[src/hdl/rlbd_pkg.sv]
package rlbd_pkg;

   localparam int OUT_COUNT_WIDTH = 24;
   localparam int LIMIT_WIDTH = 24;
   localparam int SUM_WIDTH =
      ((OUT_COUNT_WIDTH > LIMIT_WIDTH) ? OUT_COUNT_WIDTH : LIMIT_WIDTH) + 1;
   localparam logic [SUM_WIDTH-1:0] COUNT_CAP =
      SUM_WIDTH'((64'd1 << OUT_COUNT_WIDTH) - 64'd1);
   localparam logic [LIMIT_WIDTH-1:0] LIMIT_RESET = LIMIT_WIDTH'(65536);

   localparam int QUEUE_DEPTH = 2;
   localparam int QUEUE_PTR_WIDTH = $clog2(QUEUE_DEPTH);

   localparam logic [1:0] KIND_LIT   = 2'd0;
   localparam logic [1:0] KIND_RUN   = 2'd1;
   localparam logic [1:0] KIND_TRUNC = 2'd2;

   localparam logic [1:0] STATUS_OK    = 2'd0;
   localparam logic [1:0] STATUS_TRUNC = 2'd1;
   localparam logic [1:0] STATUS_OVER  = 2'd2;

   typedef struct packed {
      logic [1:0] kind;
      logic [7:0] value;
      logic [7:0] count;
      logic       last;
      logic       trunc;
   } cmd_type;

endpackage

[src/hdl/run_length_byte_decoder_core.sv]
// Channel   Direction  Handshake            Payload
// req       in         req_valid/req_stall  req_in_byte, req_last
// rsp       out        rsp_valid/rsp_stall  rsp_out_byte, rsp_repeat_res, rsp_done_res, rsp_status
// csr       in         csr_wr_en            csr_wr_data (output limit)
//
// One request per cycle sustained while req_stall is low; a result passes through
// front classify, the queue, then the back limit check into the output register.
// Synchronous active-high reset; output limit resets to 65536.
// The two-entry queue fills when rsp is stalled, then req_stall rises.
module run_length_byte_decoder_core (
   input  logic                             clock,
   input  logic                             reset,
   input  logic                             req_valid,
   output logic                             req_stall,
   input  logic [7:0]                       req_in_byte,
   input  logic                             req_last,
   output logic                             rsp_valid,
   input  logic                             rsp_stall,
   output logic [7:0]                       rsp_out_byte,
   output logic [7:0]                       rsp_repeat_res,
   output logic                             rsp_done_res,
   output logic [1:0]                       rsp_status,
   input  logic                             csr_wr_en,
   input  logic [rlbd_pkg::LIMIT_WIDTH-1:0] csr_wr_data
);
   import rlbd_pkg::*;

   logic [LIMIT_WIDTH-1:0] limit_ff;
   logic                   push, queue_full, pop, not_empty;
   cmd_type                push_cmd, pop_cmd;

   always_ff @(posedge clock) begin
      if (reset) begin
         limit_ff <= LIMIT_RESET;
      end else if (csr_wr_en) begin
         limit_ff <= csr_wr_data;
      end
   end

   rlbd_front u_front (
      .clock       (clock),
      .reset       (reset),
      .req_valid   (req_valid),
      .req_stall   (req_stall),
      .req_in_byte (req_in_byte),
      .req_last    (req_last),
      .push        (push),
      .push_cmd    (push_cmd),
      .queue_full  (queue_full)
   );

   rlbd_queue u_queue (
      .clock     (clock),
      .reset     (reset),
      .push      (push),
      .push_cmd  (push_cmd),
      .full      (queue_full),
      .pop       (pop),
      .not_empty (not_empty),
      .pop_cmd   (pop_cmd)
   );

   rlbd_back u_back (
      .clock          (clock),
      .reset          (reset),
      .output_limit   (limit_ff),
      .cmd_valid      (not_empty),
      .cmd            (pop_cmd),
      .cmd_pop        (pop),
      .rsp_valid      (rsp_valid),
      .rsp_stall      (rsp_stall),
      .rsp_out_byte   (rsp_out_byte),
      .rsp_repeat_res (rsp_repeat_res),
      .rsp_done_res   (rsp_done_res),
      .rsp_status     (rsp_status)
   );

endmodule

[src/hdl/rlbd_front.sv]
module rlbd_front (
   input  logic             clock,
   input  logic             reset,
   input  logic             req_valid,
   output logic             req_stall,
   input  logic [7:0]       req_in_byte,
   input  logic             req_last,
   output logic             push,
   output rlbd_pkg::cmd_type push_cmd,
   input  logic             queue_full
);
   import rlbd_pkg::*;

   localparam logic [1:0] PH_HEADER  = 2'd0;
   localparam logic [1:0] PH_LITERAL = 2'd1;
   localparam logic [1:0] PH_RUNVAL  = 2'd2;

   logic [1:0] phase_ff, phase_in;
   logic [7:0] lit_left_ff, lit_left_in;
   logic [7:0] run_len_ff, run_len_in;
   logic       accept;
   logic [7:0] lit_dec;

   assign req_stall = queue_full;
   assign accept    = req_valid && !queue_full;
   assign lit_dec   = lit_left_ff - 8'd1;

   always_comb begin
      phase_in    = phase_ff;
      lit_left_in = lit_left_ff;
      run_len_in  = run_len_ff;
      push        = 1'b0;
      push_cmd    = '{kind: KIND_TRUNC, value: req_in_byte, count: 8'd1,
                      last: req_last, trunc: 1'b0};
      if (accept) begin
         case (phase_ff)
            PH_LITERAL: begin
               push           = 1'b1;
               push_cmd.kind  = KIND_LIT;
               push_cmd.trunc = req_last && (lit_dec != 8'd0);
               lit_left_in    = lit_dec;
               if (lit_dec == 8'd0) begin
                  phase_in = PH_HEADER;
               end
            end
            PH_RUNVAL: begin
               push           = 1'b1;
               push_cmd.kind  = KIND_RUN;
               push_cmd.count = run_len_ff + 8'd1;
               phase_in       = PH_HEADER;
            end
            default: begin
               if (req_in_byte[7]) begin
                  lit_left_in = ~req_in_byte + 8'd1;
                  phase_in    = PH_LITERAL;
               end else begin
                  run_len_in = req_in_byte;
                  phase_in   = PH_RUNVAL;
               end
               push = req_last;
            end
         endcase
         if (req_last) begin
            phase_in    = PH_HEADER;
            lit_left_in = 8'd0;
            run_len_in  = 8'd0;
         end
      end
   end

   always_ff @(posedge clock) begin
      if (reset) begin
         phase_ff    <= PH_HEADER;
         lit_left_ff <= 8'd0;
         run_len_ff  <= 8'd0;
      end else begin
         phase_ff    <= phase_in;
         lit_left_ff <= lit_left_in;
         run_len_ff  <= run_len_in;
      end
   end

endmodule

[src/hdl/rlbd_queue.sv]
module rlbd_queue (
   input  logic             clock,
   input  logic             reset,
   input  logic             push,
   input  rlbd_pkg::cmd_type push_cmd,
   output logic             full,
   input  logic             pop,
   output logic             not_empty,
   output rlbd_pkg::cmd_type pop_cmd
);
   import rlbd_pkg::*;

   cmd_type                    entry_ff [QUEUE_DEPTH];
   logic [QUEUE_PTR_WIDTH-1:0] wr_ptr_ff, wr_ptr_in;
   logic [QUEUE_PTR_WIDTH-1:0] rd_ptr_ff, rd_ptr_in;
   logic [QUEUE_PTR_WIDTH:0]   fill_ff, fill_in;
   logic                       do_push, do_pop;

   assign full      = (fill_ff == (QUEUE_PTR_WIDTH+1)'(QUEUE_DEPTH));
   assign not_empty = (fill_ff != '0);
   assign pop_cmd   = entry_ff[rd_ptr_ff];
   assign do_push   = push && !full;
   assign do_pop    = pop && not_empty;

   always_comb begin
      wr_ptr_in = wr_ptr_ff;
      rd_ptr_in = rd_ptr_ff;
      fill_in   = fill_ff;
      if (do_push) begin
         wr_ptr_in = (wr_ptr_ff == QUEUE_PTR_WIDTH'(QUEUE_DEPTH - 1)) ? '0
                     : wr_ptr_ff + 1'b1;
      end
      if (do_pop) begin
         rd_ptr_in = (rd_ptr_ff == QUEUE_PTR_WIDTH'(QUEUE_DEPTH - 1)) ? '0
                     : rd_ptr_ff + 1'b1;
      end
      if (do_push && !do_pop) begin
         fill_in = fill_ff + 1'b1;
      end else if (do_pop && !do_push) begin
         fill_in = fill_ff - 1'b1;
      end
   end

   always_ff @(posedge clock) begin
      if (do_push) begin
         entry_ff[wr_ptr_ff] <= push_cmd;
      end
   end

   always_ff @(posedge clock) begin
      if (reset) begin
         wr_ptr_ff <= '0;
         rd_ptr_ff <= '0;
         fill_ff   <= '0;
      end else begin
         wr_ptr_ff <= wr_ptr_in;
         rd_ptr_ff <= rd_ptr_in;
         fill_ff   <= fill_in;
      end
   end

endmodule

[src/hdl/rlbd_back.sv]
module rlbd_back (
   input  logic                               clock,
   input  logic                               reset,
   input  logic [rlbd_pkg::LIMIT_WIDTH-1:0]   output_limit,
   input  logic                               cmd_valid,
   input  rlbd_pkg::cmd_type                  cmd,
   output logic                               cmd_pop,
   output logic                               rsp_valid,
   input  logic                               rsp_stall,
   output logic [7:0]                         rsp_out_byte,
   output logic [7:0]                         rsp_repeat_res,
   output logic                               rsp_done_res,
   output logic [1:0]                         rsp_status
);
   import rlbd_pkg::*;

   logic [OUT_COUNT_WIDTH-1:0] produced_ff, produced_in;
   logic                       error_ff, error_in;
   logic                       valid_ff, valid_in;
   logic [7:0]                 byte_ff, byte_in;
   logic [7:0]                 rep_ff, rep_in;
   logic                       done_ff, done_in;
   logic [1:0]                 status_ff, status_in;
   logic [SUM_WIDTH-1:0]       limit_eff;
   logic [SUM_WIDTH-1:0]       sum;
   logic                       take;

   assign limit_eff = (SUM_WIDTH'(output_limit) < COUNT_CAP) ? SUM_WIDTH'(output_limit)
                      : COUNT_CAP;
   assign sum       = SUM_WIDTH'(produced_ff) + SUM_WIDTH'(cmd.count);
   assign take      = cmd_valid && (!valid_ff || !rsp_stall);
   assign cmd_pop   = take;

   always_comb begin
      produced_in = produced_ff;
      error_in    = error_ff;
      valid_in    = valid_ff && rsp_stall;
      byte_in     = byte_ff;
      rep_in      = rep_ff;
      done_in     = done_ff;
      status_in   = status_ff;
      if (take) begin
         if (!error_ff) begin
            valid_in = 1'b1;
            if (cmd.kind == KIND_TRUNC) begin
               byte_in   = 8'd0;
               rep_in    = 8'd0;
               done_in   = 1'b1;
               status_in = STATUS_TRUNC;
            end else if (sum > limit_eff) begin
               byte_in   = 8'd0;
               rep_in    = 8'd0;
               done_in   = 1'b1;
               status_in = STATUS_OVER;
               error_in  = 1'b1;
            end else begin
               produced_in = sum[OUT_COUNT_WIDTH-1:0];
               byte_in     = cmd.value;
               rep_in      = cmd.count;
               done_in     = cmd.last;
               status_in   = cmd.trunc ? STATUS_TRUNC : STATUS_OK;
            end
         end
         if (cmd.last) begin
            produced_in = '0;
            error_in    = 1'b0;
         end
      end
   end

   always_ff @(posedge clock) begin
      if (reset) begin
         produced_ff <= '0;
         error_ff    <= 1'b0;
         valid_ff    <= 1'b0;
      end else begin
         produced_ff <= produced_in;
         error_ff    <= error_in;
         valid_ff    <= valid_in;
      end
   end

   always_ff @(posedge clock) begin
      byte_ff   <= byte_in;
      rep_ff    <= rep_in;
      done_ff   <= done_in;
      status_ff <= status_in;
   end

   assign rsp_valid      = valid_ff;
   assign rsp_out_byte   = byte_ff;
   assign rsp_repeat_res = rep_ff;
   assign rsp_done_res   = done_ff;
   assign rsp_status     = status_ff;

endmodule
[config.mk]
export PLATFORM = sky130hd
export DESIGN_NAME = run_length_byte_decoder_core
export DESIGN_NICKNAME = d
export VERILOG_FILES = /design/src/hdl/rlbd_pkg.sv /design/src/hdl/run_length_byte_decoder_core.sv /design/src/hdl/rlbd_front.sv /design/src/hdl/rlbd_queue.sv /design/src/hdl/rlbd_back.sv
export SDC_FILE = /design/constraint.sdc
export NUM_CORES = 1
export LEC_CHECK = 0
export BUFFER_PORTS_ARGS = -buffer_cell sky130_fd_sc_hd__clkbuf_2
export CAP_MARGIN = 40
export CORE_MARGIN = 2
export CORE_UTILIZATION = 45
export DETAILED_ROUTE_END_ITERATION = 16
export PLACE_DENSITY = 0.66
export SETUP_SLACK_MARGIN = 0.02
export SYNTH_ARGS = -nofsm -noshare
export SYNTH_HDL_FRONTEND = slang
export SYNTH_SLANG_ARGS = --single-unit
[constraint.sdc]
create_clock -name clock -period 5.4 [get_ports clock]
set_input_delay 0 -clock clock [delete_from_list [all_inputs] [get_ports clock]]
set_output_delay 0 -clock clock [all_outputs]
set_load 0.01 [all_outputs]
==> metrics.md <==
| Metric | Value |
|---|---|
| Period minus WS final | `5.07 ns` |
| Synth cell types | `55` |
| DIE HEIGHT | `125 um` |
| CTS tree | `yes` |
| Via count | `5221` |
| Filler cells | `1241` |
| P&R area growth vs syn | `22.8%` |
| Flop and latch count out of synthesis | `131` |
| Slowest stage delay, CP | `0.54 ns` |
| Storage element area | `3210 um^2` |
| Worst slew pin tran | `0.908 ns` |
| Cell taking the most area after synthesis | `edfxtp_1` |
| IO Count | `59` |
| Ys flop type | `dfxtp_1` |
| Slew Limit Fails | `0` |
| Residual DRC count | `0` |
| Peak supply drop | `0.358 mV` |
| Multi-input logic area | `3110 um^2` |
| TritonCTS Buffers | `17` |
| Sequential fraction of the synthesis area | `48.7%` |
| Iter 0 DRT Violations | `413` |
| Arrival time at the worst endpoint | `5.39 ns` |
| Vias in the first global route | `5153` |
| Pre-Repair DR Iteration Count | `7` |
| DR vias/cell | `5.50` |
| EDFF count, synth | `59` |
| Die footprint | `15600 um^2` |
| Clock Skew | `0.00701 ns` |
| Avg WL per Cell | `15.8 um` |
| Share of cells above drive strength 1 | `15.9%` |
| DP HPWL | `10600 um` |
| Pwr Total | `3.34 mW` |
| Worst Hold Class | `in2reg` |
| Peak Freq | `197 MHz` |
| GRT Total Usage | `20.0%` |
| Most common cell in the netlist | `nor2_1` |
| Max-Slew Margin vs Limit | `39.4%` |
| Part of the cycle the worst path needs | `93.8%` |
| Clk buf depth | `2` |
| Row count | `44` |
| Largest net degree at the start of global routing | `50` |
| Total grt overflow | `0` |
| CP Cell Sequence | `mux2_2 > ha_1 > fa_1 > a21o_1 > a211oi_2 > o211ai_1 > nand2_2 > buf_4 > nor2_1 > or2_2 > ha_1 > nand2_1 > nor4_2 > nand2_1 > or4_4 > o21ai_0 > buf_4 > nand2_2 > o221ai_1` |
| ANT nets after route | `0` |
| Cell Area, Synth | `6600 um^2` |
| Final setup fails | `0` |
| RSZ-0062 raised after global routing | `false` |
| Post-synth top cells | `nor2_1, dfxtp_1, edfxtp_1, inv_1, ha_1` |
| Pwr/cell area | `412 nW/um^2` |
| YS warnings | `0` |
| Pre-CTS WS | `0.181 ns` |
| Ant diodes | `0` |
| Worst hold slack | `0.0792 ns` |
| Maxcap violations | `0` |
| Req. time, crit path | `5.73 ns` |
| Reg clk slew, reported paths | `0.06 ns` |
| Crit path capture type | `flop` |
| # nets final | `831` |
| Crit Path Max Fanout | `10` |
| Post-synth top area share | `26.9%` |
| Core Region | `14400 um^2` |
| Initial Util | `45.7%` |
| Final hold vios | `0` |
| Fin Setup TNS | `0 ns` |
| IO Port Bufs | `58` |
| Syn_nets | `729` |
| Lkg Pwr | `3.23 nW` |
| CTS root buf | `clkbuf_16` |
| Status | `complete, no violations` |
| Kind of critical path | `reg2reg` |
| Insertion delay to the later sink of the worst-skew pair | `0.42 ns` |
| Ys async rst share | `0%` |
| CTS H-Tree Depth | `4` |
| Startpoint types | `flop` |
| First-pass GRT wire length | `25000 um` |
| Clock sink count | `131` |
| Initial antenna violation count | `0` |
| Die Wd | `125 um` |
| Routed wire length | `15000 um` |
| Slowest-stage cell, CP | `or4_4` |
| Syn avg cell area | `10.1 um^2` |
| Synth top area cells | `edfxtp_1, dfxtp_1, ha_1, mux2i_1, nor2_1` |
| Placer Congestion | `0.890` |
| Post-synthesis cell count | `651` |
| PnR worst setup slack | `0.333 ns` |
[metrics by stage]
stage | instances | utilization, % | instance area, um^2
2_1_floorplan | 651 | - | 6600
3_3_place_gp | 879 | 49.1 | 7080
3_5_place_dp | 882 | 49.3 | 7110
4_1_cts | 947 | 55.8 | 8050
5_1_grt | 949 | 56.2 | 8100
6_report | 949 | 56.2 | 8100
[critical path: cells and delay by family (launching register included)]
family / cells / cell delay [ns]
AOI/OAI and AO/OA: 5 / 1.17
adders and majority gates: 3 / 0.95
buffers and inverters: 2 / 0.39
DFF: 1 / 0.40
muxes: 1 / 0.40
and+or+nand+nor: 8 / 1.65
[metal layers]
| layer | track usage, % | vias up | part of all wire, % |
|---|---|---|---|
| met5 | 0 | - | 0 |
| met4 | 8.17 | 0 | 2.8 |
| met3 | 5.26 | 34 | 5.9 |
| met2 | 31.4 | 175 | 46 |
| met1 | 26.5 | 2468 | 46 |
| li1 | - | 2544 | - |
[timing repair]
| item | in CTS | in global routing |
|---|---|---|
| buffers inserted | 0 | 2 |
| gates resized for setup | 0 | 10 |
| hold buffers | 34 | 0 |
| setup endpoints to repair | 0 | 44 |
| endpoints found under the hold margin | 50 | 0 |
[flip-flops by register name, summed over array words and instances (netlist names), named ones only]
| signal | count |
|---|---|
| u_queue.rd_ptr_ff | 1 |
| u_front.run_len_ff | 7 |
| u_front.lit_left_ff | 8 |
| u_back.rsp_done_res | 1 |
| u_queue.wr_ptr_ff | 1 |
| u_back.rsp_repeat_res | 8 |
| u_back.error_ff | 1 |
| u_back.rsp_status | 2 |
| limit_ff | 24 |
| u_front.phase_ff | 2 |
| u_queue.fill_ff | 2 |
| u_queue.entry_ff | 40 |
| u_back.rsp_out_byte | 8 |
| u_back.produced_ff | 24 |
| u_back.rsp_valid | 1 |
[layout make-up]
| type | instances | area share (%) |
|---|---|---|
| Timing Repair Buffer | 105 | 9.15 |
| Tap cell | 184 | 2.84 |
| Clock buffer | 20 | 5.39 |
| Inverter | 54 | 2.50 |
| Sequential cell | 131 | 39.7 |
| Multi-Input combinational cell | 444 | 38.4 |
| Clock inverter | 11 | 2.02 |
[logic make-up (layout without fill, tap and decap cells)]
| family | count (synthesis) | count (layout) | share of synthesized area, % |
|---|---|---|---|
| flops | 131 | 131 | 48.7 |
| simple gates | 210 | 210 | 15.4 |
| mux | 42 | 42 | 6.53 |
| buf+inv | 76 | 190 | 4.63 |
| xor+xnor | 38 | 38 | 5.05 |
| compound gates | 114 | 114 | 12.0 |
| fa+ha+maj | 40 | 40 | 7.70 |
[placed cells by master (no fill, tap or decap), drive strengths merged, types with 4 or more instances in the layout]
cell type and count:
or4 7, nand2 36, and2 5, mux2i 34
a21o 5, a22oi 11, buf 13, xor2 17
edfxtp 59, nand4 9, nor3 11, o221ai 11
clkinvlp 4, nand2b 4, nor4 5, o21ai 27
ha 39, and3 4, a22o 12, bufinv 4
dfxtp 72, mux2 8, a2111oi 4, clkbuf 78
nor2b 8, nand3 22, dlygate4sd3 34, nor2 83
a21oi 24, xnor2 21, inv 54, or3 6
[worst paths after layout]
check | from | endpoint | slack (ns) | cells past startpoint
worst max-delay path | flop | u_back.produced_ff[9]$_SDFFE_PP0P_ | 0.33 | 19
worst min-delay path | req_valid | u_front.lit_left_ff[7]$_SDFFE_PP0P_ | 0.08 | 5
worst min register to register | u_back.produced_ff[0]$_SDFFE_PP0P_ | u_back.produced_ff[0]$_SDFFE_PP0P_ | 0.48 | 1
worst max register to register | flop | u_back.produced_ff[9]$_SDFFE_PP0P_ | 0.33 | 19
[power by group]
part	switching [mW]	total (mW)	internal [mW]
registers	0.0592	1.26	1.21
logic	0.537	0.894	0.357
clock network	0.413	1.18	0.765
Power figures use the tool's default switching activity.
